## src/rtl/lqs_pkg.sv

```systemverilog
// ============================================================================
// Linear queue with search: shared types and constants
// Operation and status codes, the result record and the field widths used by
// the controller and the top level.
// ============================================================================
`timescale 1ns / 1ps

package lqs_pkg;

   localparam int DATA_W      = 32;
   localparam int FUNC_W      = 2;
   localparam int STATUS_W    = 2;
   localparam int MATCH_W     = 4;
   localparam int CFG_W       = 5;
   localparam int QSIZE_RESET = 16;
   localparam int MAX_RESULTS = 16;
   localparam int CNT_W       = $clog2(MAX_RESULTS + 1);
   localparam int RSP_BITS    = 3 * DATA_W + MATCH_W + 2;
   localparam int TDATA_W     = ((RSP_BITS + 7) / 8) * 8;
   localparam int TDATA_PAD   = TDATA_W - RSP_BITS;

   typedef enum logic [FUNC_W-1:0] {
      FUNC_ENQ    = 2'd0,
      FUNC_DEQ    = 2'd1,
      FUNC_SEARCH = 2'd2,
      FUNC_NOP    = 2'd3
   } func_type;

   typedef enum logic [STATUS_W-1:0] {
      ST_OK        = 2'd0,
      ST_OVERFLOW  = 2'd1,
      ST_EMPTY     = 2'd2,
      ST_NOT_FOUND = 2'd3
   } status_type;

   typedef struct packed {
      status_type                status;
      logic signed [DATA_W-1:0]  removed_value;
      logic [MATCH_W-1:0]        match_index;
      logic signed [DATA_W-1:0]  head_value;
      logic signed [DATA_W-1:0]  tail_value;
      logic                      is_full;
      logic                      is_empty;
      logic                      last;
   } rsp_type;

endpackage

```

## src/rtl/lqs_mem.sv

```systemverilog
// ============================================================================
// Linear queue with search: slot memory
// Single-port-write, single-port-read synchronous memory with a registered
// read that holds its data while no read is enabled.
// ============================================================================
`timescale 1ns / 1ps

module lqs_mem
   import lqs_pkg::*;
#(
   parameter int  DEPTH  = 16,
   localparam int ADDR_W = (DEPTH > 1) ? $clog2(DEPTH) : 1
) (
   input  logic                     clock,
   input  logic                     wr_en,
   input  logic [ADDR_W-1:0]        wr_addr,
   input  logic signed [DATA_W-1:0] wr_data,
   input  logic                     rd_en,
   input  logic [ADDR_W-1:0]        rd_addr,
   output logic signed [DATA_W-1:0] rd_data
);

   logic [DATA_W-1:0] mem [DEPTH];
   logic [DATA_W-1:0] rd_data_ff;

   always_ff @(posedge clock) begin
      if (wr_en) begin
         mem[wr_addr] <= wr_data;
      end
   end

   always_ff @(posedge clock) begin
      if (rd_en) begin
         rd_data_ff <= mem[rd_addr];
      end
   end

   assign rd_data = rd_data_ff;

endmodule

```

## src/rtl/lqs_ctrl.sv

```systemverilog
// ============================================================================
// Linear queue with search: controller
// Keeps the head and write positions, runs enqueue, dequeue and the search
// scan against the slot memory, and holds the result register.
// ============================================================================
`timescale 1ns / 1ps

module lqs_ctrl
   import lqs_pkg::*;
#(
   parameter int  DEPTH  = 16,
   localparam int ADDR_W = (DEPTH > 1) ? $clog2(DEPTH) : 1,
   localparam int POS_W  = $clog2(DEPTH + 1)
) (
   input  logic                     clock,
   input  logic                     reset,
   input  logic [POS_W-1:0]         eff_size,
   input  logic                     req_valid,
   output logic                     req_ready,
   input  func_type                 req_func,
   input  logic signed [DATA_W-1:0] req_data,
   output logic                     rsp_valid,
   input  logic                     rsp_ready,
   output rsp_type                  rsp,
   output logic                     mem_wr_en,
   output logic [ADDR_W-1:0]        mem_wr_addr,
   output logic signed [DATA_W-1:0] mem_wr_data,
   output logic                     mem_rd_en,
   output logic [ADDR_W-1:0]        mem_rd_addr,
   input  logic signed [DATA_W-1:0] mem_rd_data
);

   typedef enum logic [1:0] {
      S_IDLE,
      S_DEQ,
      S_SCAN,
      S_FIN
   } state_type;

   state_type                state_ff, state_in;
   logic [POS_W-1:0]         rp_ff, rp_in;
   logic [POS_W-1:0]         wp_ff, wp_in;
   logic signed [DATA_W-1:0] head_ff, head_in;
   logic signed [DATA_W-1:0] tail_ff, tail_in;
   logic signed [DATA_W-1:0] rem_ff, rem_in;
   logic signed [DATA_W-1:0] key_ff, key_in;
   logic [POS_W-1:0]         scan_ff, scan_in;
   logic                     cmp_v_ff, cmp_v_in;
   logic [POS_W-1:0]         cmp_idx_ff, cmp_idx_in;
   logic                     pend_v_ff, pend_v_in;
   logic [POS_W-1:0]         pend_idx_ff, pend_idx_in;
   logic [CNT_W-1:0]         cnt_ff, cnt_in;
   logic                     rsp_v_ff, rsp_v_in;
   rsp_type                  rsp_ff, rsp_in;

   logic                     out_free;
   logic                     q_empty;
   logic                     q_full;
   logic                     accept;
   logic                     hit;
   logic                     stall;
   logic [POS_W-1:0]         rp_next;
   logic [POS_W-1:0]         wp_next;

   function automatic rsp_type make_rsp(
      status_type               st,
      logic signed [DATA_W-1:0] rem,
      logic [POS_W-1:0]         idx,
      logic                     lst,
      logic signed [DATA_W-1:0] hd,
      logic signed [DATA_W-1:0] tl,
      logic [POS_W-1:0]         rp,
      logic [POS_W-1:0]         wp,
      logic [POS_W-1:0]         eff
   );
      rsp_type                  r;
      logic [POS_W+MATCH_W-1:0] ext;
      logic                     emp;
      emp             = (rp >= wp);
      ext             = {{MATCH_W{1'b0}}, idx};
      r.status        = st;
      r.removed_value = rem;
      r.match_index   = ext[MATCH_W-1:0];
      r.head_value    = emp ? '0 : hd;
      r.tail_value    = emp ? '0 : tl;
      r.is_full       = (wp >= eff);
      r.is_empty      = emp;
      r.last          = lst;
      return r;
   endfunction

   assign out_free  = !rsp_v_ff || rsp_ready;
   assign q_empty   = (rp_ff >= wp_ff);
   assign q_full    = (wp_ff >= eff_size);
   assign req_ready = (state_ff == S_IDLE) && out_free;
   assign accept    = req_valid && req_ready;
   assign hit       = cmp_v_ff && (mem_rd_data == key_ff);
   assign stall     = hit && pend_v_ff && !out_free;
   assign rp_next   = rp_ff + POS_W'(1);
   assign wp_next   = wp_ff + POS_W'(1);

   always_comb begin
      state_in    = state_ff;
      rp_in       = rp_ff;
      wp_in       = wp_ff;
      head_in     = head_ff;
      tail_in     = tail_ff;
      rem_in      = rem_ff;
      key_in      = key_ff;
      scan_in     = scan_ff;
      cmp_v_in    = cmp_v_ff;
      cmp_idx_in  = cmp_idx_ff;
      pend_v_in   = pend_v_ff;
      pend_idx_in = pend_idx_ff;
      cnt_in      = cnt_ff;
      rsp_v_in    = rsp_v_ff && !rsp_ready;
      rsp_in      = rsp_ff;
      mem_wr_en   = 1'b0;
      mem_wr_addr = wp_ff[ADDR_W-1:0];
      mem_wr_data = req_data;
      mem_rd_en   = 1'b0;
      mem_rd_addr = scan_ff[ADDR_W-1:0];

      case (state_ff)
         S_IDLE: begin
            if (accept) begin
               case (req_func)
                  FUNC_ENQ: begin
                     rsp_v_in = 1'b1;
                     if (q_full) begin
                        rsp_in = make_rsp(ST_OVERFLOW, '0, '0, 1'b1, head_ff, tail_ff,
                                          rp_ff, wp_ff, eff_size);
                     end else begin
                        mem_wr_en = 1'b1;
                        wp_in     = wp_next;
                        tail_in   = req_data;
                        head_in   = q_empty ? req_data : head_ff;
                        rsp_in    = make_rsp(ST_OK, '0, '0, 1'b1, head_in, req_data,
                                             rp_ff, wp_next, eff_size);
                     end
                  end
                  FUNC_DEQ: begin
                     if (q_empty) begin
                        rsp_v_in = 1'b1;
                        rsp_in   = make_rsp(ST_EMPTY, '0, '0, 1'b1, head_ff, tail_ff,
                                            rp_ff, wp_ff, eff_size);
                     end else begin
                        rp_in       = rp_next;
                        rem_in      = head_ff;
                        mem_rd_en   = 1'b1;
                        mem_rd_addr = rp_next[ADDR_W-1:0];
                        state_in    = S_DEQ;
                     end
                  end
                  FUNC_SEARCH: begin
                     if (q_empty) begin
                        rsp_v_in = 1'b1;
                        rsp_in   = make_rsp(ST_EMPTY, '0, '0, 1'b1, head_ff, tail_ff,
                                            rp_ff, wp_ff, eff_size);
                     end else begin
                        key_in    = req_data;
                        scan_in   = rp_ff;
                        cmp_v_in  = 1'b0;
                        pend_v_in = 1'b0;
                        cnt_in    = '0;
                        state_in  = S_SCAN;
                     end
                  end
                  default: begin
                     rsp_v_in = 1'b1;
                     rsp_in   = make_rsp(ST_OK, '0, '0, 1'b1, head_ff, tail_ff,
                                         rp_ff, wp_ff, eff_size);
                  end
               endcase
            end
         end
         S_DEQ: begin
            head_in  = mem_rd_data;
            rsp_v_in = 1'b1;
            rsp_in   = make_rsp(ST_OK, rem_ff, '0, 1'b1, mem_rd_data, tail_ff,
                                rp_ff, wp_ff, eff_size);
            state_in = S_IDLE;
         end
         S_SCAN: begin
            if (!stall) begin
               if (hit) begin
                  if (pend_v_ff) begin
                     rsp_v_in = 1'b1;
                     rsp_in   = make_rsp(ST_OK, '0, pend_idx_ff, 1'b0, head_ff, tail_ff,
                                         rp_ff, wp_ff, eff_size);
                  end
                  pend_v_in   = 1'b1;
                  pend_idx_in = cmp_idx_ff;
                  cnt_in      = cnt_ff + CNT_W'(1);
               end
               if (hit && (cnt_ff == CNT_W'(MAX_RESULTS - 1))) begin
                  cmp_v_in = 1'b0;
                  state_in = S_FIN;
               end else if (scan_ff < wp_ff) begin
                  mem_rd_en  = 1'b1;
                  cmp_v_in   = 1'b1;
                  cmp_idx_in = scan_ff;
                  scan_in    = scan_ff + POS_W'(1);
               end else begin
                  cmp_v_in = 1'b0;
                  state_in = S_FIN;
               end
            end
         end
         S_FIN: begin
            if (out_free) begin
               rsp_v_in = 1'b1;
               if (pend_v_ff) begin
                  rsp_in = make_rsp(ST_OK, '0, pend_idx_ff, 1'b1, head_ff, tail_ff,
                                    rp_ff, wp_ff, eff_size);
               end else begin
                  rsp_in = make_rsp(ST_NOT_FOUND, '0, '0, 1'b1, head_ff, tail_ff,
                                    rp_ff, wp_ff, eff_size);
               end
               pend_v_in = 1'b0;
               state_in  = S_IDLE;
            end
         end
         default: begin
            state_in = S_IDLE;
         end
      endcase
   end

   always_ff @(posedge clock) begin
      if (reset) begin
         state_ff  <= S_IDLE;
         rp_ff     <= '0;
         wp_ff     <= '0;
         cmp_v_ff  <= 1'b0;
         pend_v_ff <= 1'b0;
         cnt_ff    <= '0;
         rsp_v_ff  <= 1'b0;
      end else begin
         state_ff  <= state_in;
         rp_ff     <= rp_in;
         wp_ff     <= wp_in;
         cmp_v_ff  <= cmp_v_in;
         pend_v_ff <= pend_v_in;
         cnt_ff    <= cnt_in;
         rsp_v_ff  <= rsp_v_in;
      end
      head_ff     <= head_in;
      tail_ff     <= tail_in;
      rem_ff      <= rem_in;
      key_ff      <= key_in;
      scan_ff     <= scan_in;
      cmp_idx_ff  <= cmp_idx_in;
      pend_idx_ff <= pend_idx_in;
      rsp_ff      <= rsp_in;
   end

   assign rsp_valid = rsp_v_ff;
   assign rsp       = rsp_ff;

   a_rp_within_wp: assert property (@(posedge clock) disable iff (reset)
      rp_ff <= wp_ff)
      else $error("Head position passed the write position.");

   a_wp_within_depth: assert property (@(posedge clock) disable iff (reset)
      wp_ff <= POS_W'(DEPTH))
      else $error("Write position ran past the slot memory.");

   a_match_limit: assert property (@(posedge clock) disable iff (reset)
      cnt_ff <= CNT_W'(MAX_RESULTS))
      else $error("Search reported more matches than allowed.");

   a_enq_tail: assert property (@(posedge clock) disable iff (reset)
      (accept && req_func == FUNC_ENQ && !q_full) |=> tail_ff == $past(req_data))
      else $error("Tail does not hold the value just enqueued.");

endmodule

```

## src/rtl/linear_queue_with_search.sv

```systemverilog
// ============================================================================
// Linear queue with search
// Top level: stream ports, the queue size register and the slot memory.
// ============================================================================
`timescale 1ns / 1ps

// Enqueue, dequeue and search on a non-wrapping array queue of signed 32-bit
// values held in a synchronous slot memory. One transaction is worked on at a
// time. Enqueue and the no-operation code are answered from idle, dequeue
// fetches the new head from the memory, and search scans the live slots,
// one slot per cycle through the single memory read port unless a stall on
// the result side pauses it. A search produces one result per match, lowest
// slot first, up to MAX_RESULTS, or one not-found result, with tlast on the
// final one. The next request is taken only when the output register is
// empty or its result leaves in the same cycle. The queue size register may
// be written only while the block is idle; values above DEPTH act as DEPTH.

module linear_queue_with_search
   import lqs_pkg::*;
#(
   parameter int DEPTH = 16
) (
   input  logic                 clock,
   input  logic                 reset,
   input  logic                 csr_wr_en,
   input  logic [CFG_W-1:0]     csr_wr_data,   // queue_size
   input  logic                 req_tvalid,
   output logic                 req_tready,
   input  logic [DATA_W-1:0]    req_tdata,     // data_in
   input  logic [FUNC_W-1:0]    req_tuser,     // func
   output logic                 rsp_tvalid,
   input  logic                 rsp_tready,
   output logic [TDATA_W-1:0]   rsp_tdata,     // removed_value, match_index,
                                               // head_value, tail_value,
                                               // is_full, is_empty, zero pad
   output logic [STATUS_W-1:0]  rsp_tuser,     // status
   output logic                 rsp_tlast
);

   localparam int ADDR_W    = (DEPTH > 1) ? $clog2(DEPTH) : 1;
   localparam int POS_W     = $clog2(DEPTH + 1);
   localparam int EFF_RESET = (QSIZE_RESET > DEPTH) ? DEPTH : QSIZE_RESET;

   logic [POS_W-1:0]         eff_size_ff, eff_size_in;
   rsp_type                  rsp;
   logic                     mem_wr_en;
   logic [ADDR_W-1:0]        mem_wr_addr;
   logic signed [DATA_W-1:0] mem_wr_data;
   logic                     mem_rd_en;
   logic [ADDR_W-1:0]        mem_rd_addr;
   logic signed [DATA_W-1:0] mem_rd_data;

   always_comb begin
      eff_size_in = eff_size_ff;
      if (csr_wr_en) begin
         if (int'(csr_wr_data) > DEPTH) begin
            eff_size_in = POS_W'(DEPTH);
         end else begin
            eff_size_in = POS_W'(csr_wr_data);
         end
      end
   end

   always_ff @(posedge clock) begin
      if (reset) begin
         eff_size_ff <= POS_W'(EFF_RESET);
      end else begin
         eff_size_ff <= eff_size_in;
      end
   end

   lqs_mem #(
      .DEPTH (DEPTH)
   ) u_mem (
      .clock   (clock),
      .wr_en   (mem_wr_en),
      .wr_addr (mem_wr_addr),
      .wr_data (mem_wr_data),
      .rd_en   (mem_rd_en),
      .rd_addr (mem_rd_addr),
      .rd_data (mem_rd_data)
   );

   lqs_ctrl #(
      .DEPTH (DEPTH)
   ) u_ctrl (
      .clock       (clock),
      .reset       (reset),
      .eff_size    (eff_size_ff),
      .req_valid   (req_tvalid),
      .req_ready   (req_tready),
      .req_func    (func_type'(req_tuser)),
      .req_data    (signed'(req_tdata)),
      .rsp_valid   (rsp_tvalid),
      .rsp_ready   (rsp_tready),
      .rsp         (rsp),
      .mem_wr_en   (mem_wr_en),
      .mem_wr_addr (mem_wr_addr),
      .mem_wr_data (mem_wr_data),
      .mem_rd_en   (mem_rd_en),
      .mem_rd_addr (mem_rd_addr),
      .mem_rd_data (mem_rd_data)
   );

   assign rsp_tdata = {{TDATA_PAD{1'b0}}, rsp.is_empty, rsp.is_full, rsp.tail_value,
                       rsp.head_value, rsp.match_index, rsp.removed_value};
   assign rsp_tuser = rsp.status;
   assign rsp_tlast = rsp.last;

endmodule
```

## config.mk

```make
export PLATFORM = sky130hd
export DESIGN_NAME = linear_queue_with_search
export DESIGN_NICKNAME = d
export VERILOG_FILES = /design/src/rtl/lqs_pkg.sv /design/src/rtl/lqs_mem.sv /design/src/rtl/lqs_ctrl.sv /design/src/rtl/linear_queue_with_search.sv
export SDC_FILE = /design/constraint.sdc
export NUM_CORES = 1
export LEC_CHECK = 0
export BUFFER_PORTS_ARGS = -buffer_cell sky130_fd_sc_hd__buf_2
export CORE_MARGIN = 3
export CORE_UTILIZATION = 40
export DETAILED_ROUTE_END_ITERATION = 8
export GPL_TIMING_DRIVEN = 0
export HOLD_SLACK_MARGIN = 0.02
export PLACE_DENSITY_LB_ADDON = 0.15
export SYNTH_ARGS = -nofsm -noshare
export SYNTH_HDL_FRONTEND = slang
export SYNTH_SLANG_ARGS = --single-unit
export TNS_END_PERCENT = 30
```

## constraint.sdc

```tcl
create_clock -name clock -period 6.9 [get_ports clock]
set_input_delay 0.345 -clock clock [delete_from_list [all_inputs] [get_ports clock]]
set_output_delay 0.345 -clock clock [all_outputs]
set_load 0.005 [all_outputs]
```

==> results.yml, run 1 <==
run_status:
  status: "finished, final reports clean"
detailed_routing:
  drc: 0
  vias: 18320
  antenna_left: 0
  wire_per_inst_um: 24.30
  drtIter0Drc: 1551
  wl_mm: 82.63
  via_per_inst: 5.388
  drt_pass1_iterations: 5
synth:
  syn_inst: 2007
  synth_area_sq_um: 32330
  synth_top_cell_by_area: "edfxtp_1"
  yosys-top-cells-count: "edfxtp_1 (790), mux2i_1 (257), nand2_1 (170)"
  synth_edf_count: 790
  synth_most_common_cell: "edfxtp_1"
  yosys_register_bits: 815
  synth_cell_types: 59
  avgSynthCellArea_sq_um: 16.11
  ys.flop_type: "edfxtp_1"
  yosys.area.top_type_share: 0.7337
  synthTopCellsByArea: "edfxtp_1 (73%), mux2i_1 (8.0%), o22ai_1 (2.5%)"
  ys.warnings.count: 0
  yosysSeqAreaShare: 0.7491
  async_flop_share: 0
sta:
  tightestPinTransition_ns: 1.266
  slew_headroom: 0.1482
  hold_viol: 0
  fmax_mhz: 170.2
  setup_viol: 0
  fin_tns_setup_ns: 0
  maxSlewViolCount: 0
  skew_ns: 0.01624
  period_needed_ns: 5.874
  finalCritPeriodShare: 0.8513
  timing.final.ws_setup_ns: 1.026
  rsz0062_at_grt: "no"
cells_and_area:
  drive_gt1_frac: 0.1558
  finalNetCount: 2356
  area_growth_pct: 17.16
  fill_cells: 6739
cts:
  htreeDepth: 3
  post-cts-setup-buffers: 0
  clock-sinks: 815
  numCtsBuffers: 85
  cts_buffer_depth: 3
  cts_resized: 0
  cts_tree: "done"
  cts_root_buf: "clkbuf_16"
  clk_pin_slew_ns: 0.06
  clock_latency_ns: 0.62
  cts_hold_buf: 5
global_route:
  grt-ovfl-total: 0
  grt_use_met3: 0.03324
  track_usage: 0.1939
  grt_pass1_vias: 18506
  top_usage_layer: "met2"
  met1_usage: 0.2694
  grt_max_degree: 42
  grt_pass1_wl_mm: 121.9
  grt_util_met2: 0.3162
  antenna_found_initial: 4
floorplan:
  die_y_um: 290.3
  die-area_sq_um: 84290
  start_util: 0.4066
  rows: 103
  ios: 153
  dieWidth_um: 290.3
  core_sq_um: 79520
worst_setup_path:
  worst_setup_path_start_kind: "flop"
  crit_chain: "clkbuf_1, inv_1, ha_1, a211oi_1, o21ai_1, nand2_1, nand2_1, inv_2, mux2i_1, nand2_1, clkbuf_1, o22ai_1, or4_1"
  worstPathRequired_ns: 7.22
  worstSetupEndpointType: "flop"
  crit_top_cell: "nand2_1"
  crit_fanout: 41
  cpPeakStageDelay_ns: 0.75
  worstPathArrival_ns: 6.19
  crit_type: "flop to flop"
  cpMaxStageDelayCell: "inv_2"
power:
  p_per_area_nw_per_um2: 277.0
  p_total_mw: 10.49
  p_leak_nw: 13.62
  irDropWorstVdd_mv: 0.1772
placement:
  place.detailed.hpwl_mm: 56.98
  globalplace.congestion: 0.8319
  pre_cts_ws_ns: 0.9837
  io_buffers: 149
hold_path:
  hp-class: "input port to flop"
job:
  drv_cap: 0
## flip-flops by register name (all words and copies together), names as in the netlist, 32 cells and up
| signal | cells |
|---|---|
| u_ctrl.rsp | 105 |
| u_ctrl.key_ff | 32 |
| u_mem.rd_data | 32 |
| u_ctrl.tail_ff | 32 |
| u_mem.mem | 512 |
| u_ctrl.rem_ff | 32 |
| u_ctrl.head_ff | 32 |
## routing by layer
layer / up-vias / part of all wire
li1: 8381 / -
met1: 9251 / 0.45
met2: 571 / 0.47
met3: 117 / 0.057
met4: 0 / 0.022
met5: - / 0
## layout make-up
type                    instances  area [sq um]  share of cell area
diodes                          7         17.52           0.0004624
flip-flops and latches        815         24220              0.6394
clock inverters                42         416.7             0.01100
repair buffers                185          1345             0.03551
plain buffers                 107         528.0             0.01394
clock buffers                 108          2320             0.06123
inverters                      23         86.33            0.002279
well taps                    1050          1314             0.03468
multi-input cells            1063          7632              0.2015
## kinds of logic (layout without fill, tap and decap cells)
family,Yosys count,after routing,share of synthesized area
buf+inv,130,465,0.01900
xor+xnor,49,49,0.01327
other cells,1,9,0.0001160
flops,815,815,0.7491
simple gates,382,382,0.05739
fa+ha+maj,34,34,0.01300
mux,261,261,0.08095
compound gates,335,335,0.06714
## where the power goes
group          leakage [nW]  switching, mW  internal (mW)  total (mW)
registers              7.44         0.0276           5.54        5.57
logic                  4.85          0.293          0.126       0.419
clock network          1.33           1.86           2.64        4.50
## critical path, delay by kind of cell, from the launching register on
family          cells  cell delay, ns
buf+inv             4            2.03
simple gates        4            1.70
compound gates      3            0.62
mux                 1            0.44
flops               1            0.38
fa+ha+maj           1            0.37
## path summary, 6_finish.rpt
| path | from | to | slack, ns | depth (start not counted) |
|---|---|---|---|---|
| setup reg to reg | u_ctrl.wp_ff[3] | u_mem.rd_data[27] | 1.03 | 13 |
| hold / removal | csr_wr_data[3] | eff_size_ff[3] | 0.09 | 4 |
| setup / recovery | u_ctrl.wp_ff[3] | u_mem.rd_data[27] | 1.03 | 13 |
| hold reg to reg | u_ctrl.cmp_idx_ff[0] | u_ctrl.pend_idx_ff[0] | 0.42 | 0 |
## per-stage QoR
| stage | cells | util | hold WS, ns | area (sq um) |
|---|---|---|---|---|
| after CTS | 3393 | 0.4762 | 0.05087 | 37860 |
| after global routing | 3393 | 0.4762 | 0.08688 | 37870 |
| after floorplan | 2008 | - | 0.4003 | 32340 |
| after detailed placement | 3238 | 0.4411 | 0.4054 | 35080 |
| final | 3400 | 0.4764 | 0.08988 | 37880 |
| after global placement | 3207 | 0.4327 | 0.4037 | 34400 |
## layout by cell type (no fill, tap or decap), types with 33 or more instances in the layout
cell and n:
a21boi_0 37, a21oi_1 49, and2_1 38, buf_2 163
clkbuf_1 95, clkbuf_16 90, edfxtp_1 790, mux2i_1 257
nand2_1 169, nand3_1 40, nor2_1 33, o21ai_0 46
o22ai_1 127, or4_1 35, xnor2_1 39
Power figures use the tool's default switching activity.
==> run 2, diff against run 1 <==
--- a/config.mk
+++ b/config.mk
@@ -5,6 +5,7 @@
 export SDC_FILE = /design/constraint.sdc
 export NUM_CORES = 1
 export LEC_CHECK = 0
+export ABC_AREA = 1
 export BUFFER_PORTS_ARGS = -buffer_cell sky130_fd_sc_hd__buf_2
 export CORE_MARGIN = 3
 export CORE_UTILIZATION = 40
@@ -12,6 +13,7 @@
 export GPL_TIMING_DRIVEN = 0
 export HOLD_SLACK_MARGIN = 0.02
 export PLACE_DENSITY_LB_ADDON = 0.15
+export SETUP_SLACK_MARGIN = 0.4
 export SYNTH_ARGS = -nofsm -noshare
 export SYNTH_HDL_FRONTEND = slang
 export SYNTH_SLANG_ARGS = --single-unit
==> results.yml, run 2 <==
sta:
  maxSlewViolCount: 0
  setup_viol: 0
  holdWs_ns: 0.08966
  finalCritPeriodShare: 0.6701
  fmax_mhz: 216.3
  hold_viol: 0
  rsz0062_at_grt: "no"
  period_needed_ns: 4.624
  timing.final.ws_setup_ns: 2.276
  slew_headroom: 0.2801
  tightestPinTransition_ns: 1.080
  skew_ns: 0.01871
cells_and_area:
  utilization: 0.4746
  fill_cells: 7832
  finalNetCount: 3409
  area_growth_pct: 16.46
  drive_gt1_frac: 0.1258
  fin_cells: 4547
  largest_register_ffs: 512
  final_common_cell: "edfxtp_1"
  final_cell_mix: "edfxtp_1 (790), nand2_1 (520), inv_1 (433)"
  top_register: "u_mem.mem"
power:
  p_total_mw: 13.96
  p_leak_nw: 15.77
  p_per_area_nw_per_um2: 342.2
  irDropWorstVdd_mv: 0.2126
worst_setup_path:
  crit_fanout: 20
  crit_type: "flop to flop"
  cpMaxStageDelayCell: "nor3_1"
  reg2reg_slack_ns: 2.28
  worstPathRequired_ns: 7.23
  worstSetupEndpointType: "flop"
  worst_setup_path_start_kind: "flop"
  cpPeakStageDelay_ns: 0.70
  crit_chain: "inv_1, ha_1, nand2_1, inv_1, nand4_1, nand3_1, nor3_1, clkbuf_2, nand2_1, nor2_4, buf_16"
  worstPathArrival_ns: 4.95
synth:
  yosys.area_share.xor_xnor: 0.003750
  yosys_register_bits: 815
  synth_top_family_by_area: "simple AND/OR/NAND/NOR gates"
  synth_edf_count: 790
  synth_compound_area_frac: 0.1033
  yosys.area_share.simple: 0.1211
  ys.warnings.count: 0
  yosysSeqAreaShare: 0.6915
  syn_inst: 3062
  yosys-top-cells-count: "edfxtp_1 (790), nand2_1 (521), inv_1 (433)"
  synth_cell_types: 48
  ys.flop_type: "edfxtp_1"
  synth_area_sq_um: 35030
  synth_top_cell_by_area: "edfxtp_1"
  synthMuxAreaShare: 0
  synth_most_common_cell: "edfxtp_1"
  yosys.area.top_type_share: 0.6772
  avgSynthCellArea_sq_um: 11.44
  synthTopCellsByArea: "edfxtp_1 (68%), nand2_1 (5.6%), inv_1 (4.6%)"
  async_flop_share: 0
  synth_fa_ha_area_frac: 0.01143
global_route:
  met1_usage: 0.2871
  grt-ovfl-total: 0
  grt_max_degree: 38
  track_usage: 0.2179
  top_usage_layer: "met2"
  grt_use_met3: 0.03151
  grt_util_met2: 0.3690
  antenna_found_initial: 1
  grt_pass1_wl_mm: 147.3
  grt_pass1_vias: 23413
cts:
  post-cts-setup-buffers: 0
  clk_pin_slew_ns: 0.06
  cts_root_buf: "clkbuf_16"
  cts_tree: "done"
  cts_resized: 0
  clock_latency_ns: 0.64
  htreeDepth: 3
  clock-sinks: 815
  numCtsBuffers: 89
  cts_buffer_depth: 3
placement:
  globalplace.congestion: 0.8952
  io_buffers: 150
  pre_cts_ws_ns: 2.227
  place.detailed.hpwl_mm: 71.70
  dp.cells: 4382
detailed_routing:
  drt_pass1_iterations: 5
  wl_mm: 99.86
  drtIter0Drc: 1853
  wire_per_inst_um: 21.96
  antenna_left: 0
  drc: 0
  vias: 23612
  via_per_inst: 5.193
job:
  drv_cap: 0
floorplan:
  die_y_um: 301.9
  rows: 107
  die-area_sq_um: 91160
  start_util: 0.4076
  dieWidth_um: 301.9
  core_sq_um: 85950
  ios: 153
hold_path:
  hp-class: "input port to flop"
run_status:
  status: "finished, final reports clean"
==> run 2: critical path, delay by kind of cell (launching register included) <==
kind | cells | cell delay, ns
simple gates | 6 | 2.49
buf+inv | 4 | 1.03
flops | 1 | 0.44
fa+ha+maj | 1 | 0.33
==> run 2: cell type report <==
cell class / count / area (sq um) / area share
tap: 1144 / 1431 / 0.03509
antenna: 2 / 5.005 / 0.0001227
timing repair buffer: 179 / 1330 / 0.03260
sequential: 815 / 24220 / 0.5938
buffer: 160 / 770.7 / 0.01889
multi-input combinational: 1651 / 8538 / 0.2093
inverter: 437 / 1642 / 0.04024
clock inverter: 54 / 504.2 / 0.01236
clock buffer: 105 / 2351 / 0.05763
==> run 2: path summary, 6_finish.rpt <==
kind | start | to | cells after the start
max | u_ctrl.wp_ff[0] | u_mem.mem[14][16] | 11
min | csr_wr_data[1] | eff_size_ff[1] | 3
max reg2reg | u_ctrl.wp_ff[0] | u_mem.mem[14][16] | 11
min reg2reg | u_ctrl.cmp_idx_ff[2] | u_ctrl.pend_idx_ff[2] | 0
==> run 2: metrics by stage <==
stage	area, sq um	setup TNS [ns]
floorplan	35040	0
global placement	37220	-693.07
detailed placement	37900	0
CTS	40790	0
global route	40790	0
finish	40800	0
==> run 2: cell families (layout without fill, tap and decap cells) <==
group           count (synthesis)  after routing
fa+ha+maj                      32             32
buf+inv                       597            935
compound gates                616            616
xor+xnor                       15             15
simple gates                  986            986
flops                         815            815
other cells                     1              4
==> run 2: power by group <==
part	total, mW	internal [mW]	switching [mW]
Combinational	2.92	0.899	2.02
Clock	4.68	2.76	1.92
Sequential	6.36	6.18	0.180
Total	14.0	9.84	4.12
==> run 2: timing repair <==
item	CTS	global route
setup endpoints to repair	0	0
hold buffers	4	0
endpoints found under the hold margin	4	0
==> run 2: per-layer routing <==
layer | wire, um | part of all wire | vias up
met1 | 42480 | 0.43 | 11433
met2 | 48160 | 0.48 | 783
met3 | 5801 | 0.058 | 178
met5 | 0 | 0 | -
li1 | - | - | 11218
met4 | 3413 | 0.034 | 0
==> run 3, diff against run 2 <==
--- a/config.mk
+++ b/config.mk
@@ -5,7 +5,7 @@
 export SDC_FILE = /design/constraint.sdc
 export NUM_CORES = 1
 export LEC_CHECK = 0
-export ABC_AREA = 1
+export ABC_AREA = 0
 export BUFFER_PORTS_ARGS = -buffer_cell sky130_fd_sc_hd__buf_2
 export CORE_MARGIN = 3
 export CORE_UTILIZATION = 40
==> constraint.sdc (replaced) <==
create_clock -name clock -period 4.6 [get_ports clock]
set_input_delay 0.23 -clock clock [delete_from_list [all_inputs] [get_ports clock]]
set_output_delay 0.23 -clock clock [all_outputs]
set_load 0.005 [all_outputs]
==> results.yml, run 3 (synthesized netlist as in run 1, its figures left out) <==
run_status:
  status: "finished, final reports clean"
detailed_routing:
  drtIter0Drc: 1597
  antenna_left: 0
  wire_per_inst_um: 24.35
  via_per_inst: 5.378
  wl_mm: 82.80
  drt_pass1_iterations: 5
  drc: 0
  vias: 18290
placement:
  post_dp_cell_area_sq_um: 35150
  dp.cells: 3232
  place.detailed.hpwl_mm: 56.91
  globalplace.congestion: 0.8359
  io_buffers: 149
sta:
  setup_viol: 0
  hold_viol: 0
  fmax_mhz: 247.3
  tightestPinTransition_ns: 0.8593
  finalCritPeriodShare: 0.8790
  fin_tns_setup_ns: 0
  rsz0062_at_grt: "no"
  period_needed_ns: 4.044
  skew_ns: 0.03016
  slew_headroom: 0.4218
  maxSlewViolCount: 0
worst_setup_path:
  crit_chain: "buf_4, inv_1, ha_1, a211oi_1, o21ai_2, a211o_2, and2_1, buf_6, buf_6, buf_6, mux2i_1, o22ai_1, or4_1"
  cpMaxStageDelayCell: "or4_1"
  crit_buf_inv: 5
  worstPathRequired_ns: 4.94
  worstPathArrival_ns: 4.38
  worst_setup_path_start_kind: "flop"
  cpPeakStageDelay_ns: 0.56
  crit_type: "flop to flop"
  critPathTopFamily: "compound AO/OA/AOI/OAI gates"
  crit_fanout: 10
  crit_top_cell: "buf_6"
  worstSetupEndpointType: "flop"
cells_and_area:
  stdcell_area_sq_um: 38230
  area_growth_pct: 18.22
  largest_register_ffs: 512
  drive_gt1_frac: 0.1728
  fill_cells: 6744
  finalNetCount: 2362
  final_common_cell: "edfxtp_1"
  multi_input_area_sq_um: 7751
  final_cell_mix: "edfxtp_1 (790), mux2i_1 (256), buf_2 (163)"
  top_register: "u_mem.mem"
  layout.area.seq_sq_um: 24220
  fin_cells: 3401
floorplan:
  rows: 103
  ios: 153
  dieWidth_um: 290.3
  core_sq_um: 79520
  die_y_um: 290.3
  start_util: 0.4066
  die-area_sq_um: 84290
hold_path:
  hp-class: "input port to flop"
global_route:
  track_usage: 0.1929
  grt_max_degree: 35
  antenna_found_initial: 4
  grt_pass1_vias: 18491
  grt-ovfl-total: 0
  grt_pass1_wl_mm: 121.2
power:
  clock_power_share: 0.421
  p_leak_nw: 13.76
  p_per_area_nw_per_um2: 406.2
  p_total_mw: 15.53
  p_int_mw: 12.27
  irDropWorstVdd_mv: 0.2217
  combPwrFrac: 0.041
  power.switching_mw: 3.255
  swShare: 0.2096
  seqPwrFrac: 0.538
cts:
  htreeDepth: 3
  cts_buffer_depth: 3
  clock_latency_ns: 0.63
  cts_root_buf: "clkbuf_16"
  clk_pin_slew_ns: 0.06
  cts_tree: "done"
  clock-sinks: 815
  numCtsBuffers: 84
job:
  drv_cap: 0
run 3: cell types whose count changed in the layout (fill, tap and decap cells not counted), sizes merged, moves of 39 or more:
| cell | previous run | this run |
|---|---|---|
| o21ai | 152 | 48 |
| buf | 276 | 207 |
| mux2i | 0 | 257 |
| nand3 | 227 | 40 |
| nor2 | 171 | 44 |
| o22ai | 1 | 127 |
| nand2 | 524 | 170 |
| and2 | 0 | 39 |
| a21oi | 253 | 50 |
| o211ai | 194 | 5 |
| inv | 437 | 27 |
run 3: repair_timing:
action / in CTS / in global routing
pin swaps: 2 / 0
hold buffers: 15 / 0
setup endpoints to repair: 173 / 44
endpoints found under the hold margin: 21 / 0
buffers inserted: 2 / 0
gates cloned: 1 / 0
resized for setup: 87 / 9
run 3: layout make-up:
| cell class | count | area share |
|---|---|---|
| Clock inverter | 48 | 0.01070 |
| Timing Repair Buffer | 191 | 0.03947 |
| Tap cell | 1050 | 0.03437 |
| Timing Repair inverter | 1 | 0.0002291 |
| Inverter | 23 | 0.002684 |
| Clock buffer | 102 | 0.05787 |
| Sequential cell | 815 | 0.6337 |
| Multi-Input combinational cell | 1063 | 0.2028 |
| Antenna cell | 1 | 0.00006546 |
| Buffer | 107 | 0.01813 |
run 3: routing by layer:
metal / up-vias / wire, um / track usage
li1: 8386 / - / -
met1: 9181 / 36820 / 0.2656
met5: - / 0 / 0
met2: 587 / 38770 / 0.3100
met3: 136 / 4753 / 0.03416
met4: 0 / 2456 / 0.06651
run 3: path summary, 6_finish.rpt:
check        cells after the start                    end                  from  slack (ns)
max                             13      u_mem.rd_data[31]       u_ctrl.wp_ff[3]        0.56
min                              1      u_ctrl.key_ff[12]         req_tdata[12]        0.05
max reg2reg                     13      u_mem.rd_data[31]       u_ctrl.wp_ff[3]        0.56
min reg2reg                      0  u_ctrl.pend_idx_ff[3]  u_ctrl.cmp_idx_ff[3]        0.42
run 3: power groups by stage:
stage	Sequential, mW	Clock, mW	Combinational [mW]
global placement	8.52	0	0.587
detailed placement	8.51	0	0.630
floorplan	8.53	0	0.243
CTS	8.36	6.68	0.645
finish	8.36	6.53	0.641
global route	8.37	6.97	0.702
run 3: stage by stage:
| stage | worst slack [ns] | util | hold WS, ns |
|---|---|---|---|
| detailed placement | -1.534 | 0.4421 | 0.4045 |
| global route | 0.4182 | 0.4807 | 0.04953 |
| floorplan | -0.09868 | - | 0.3289 |
| global placement | -2.884 | 0.4331 | 0.4049 |
| CTS | 0.3500 | 0.4805 | 0.02214 |
| finish | 0.5564 | 0.4807 | 0.05309 |
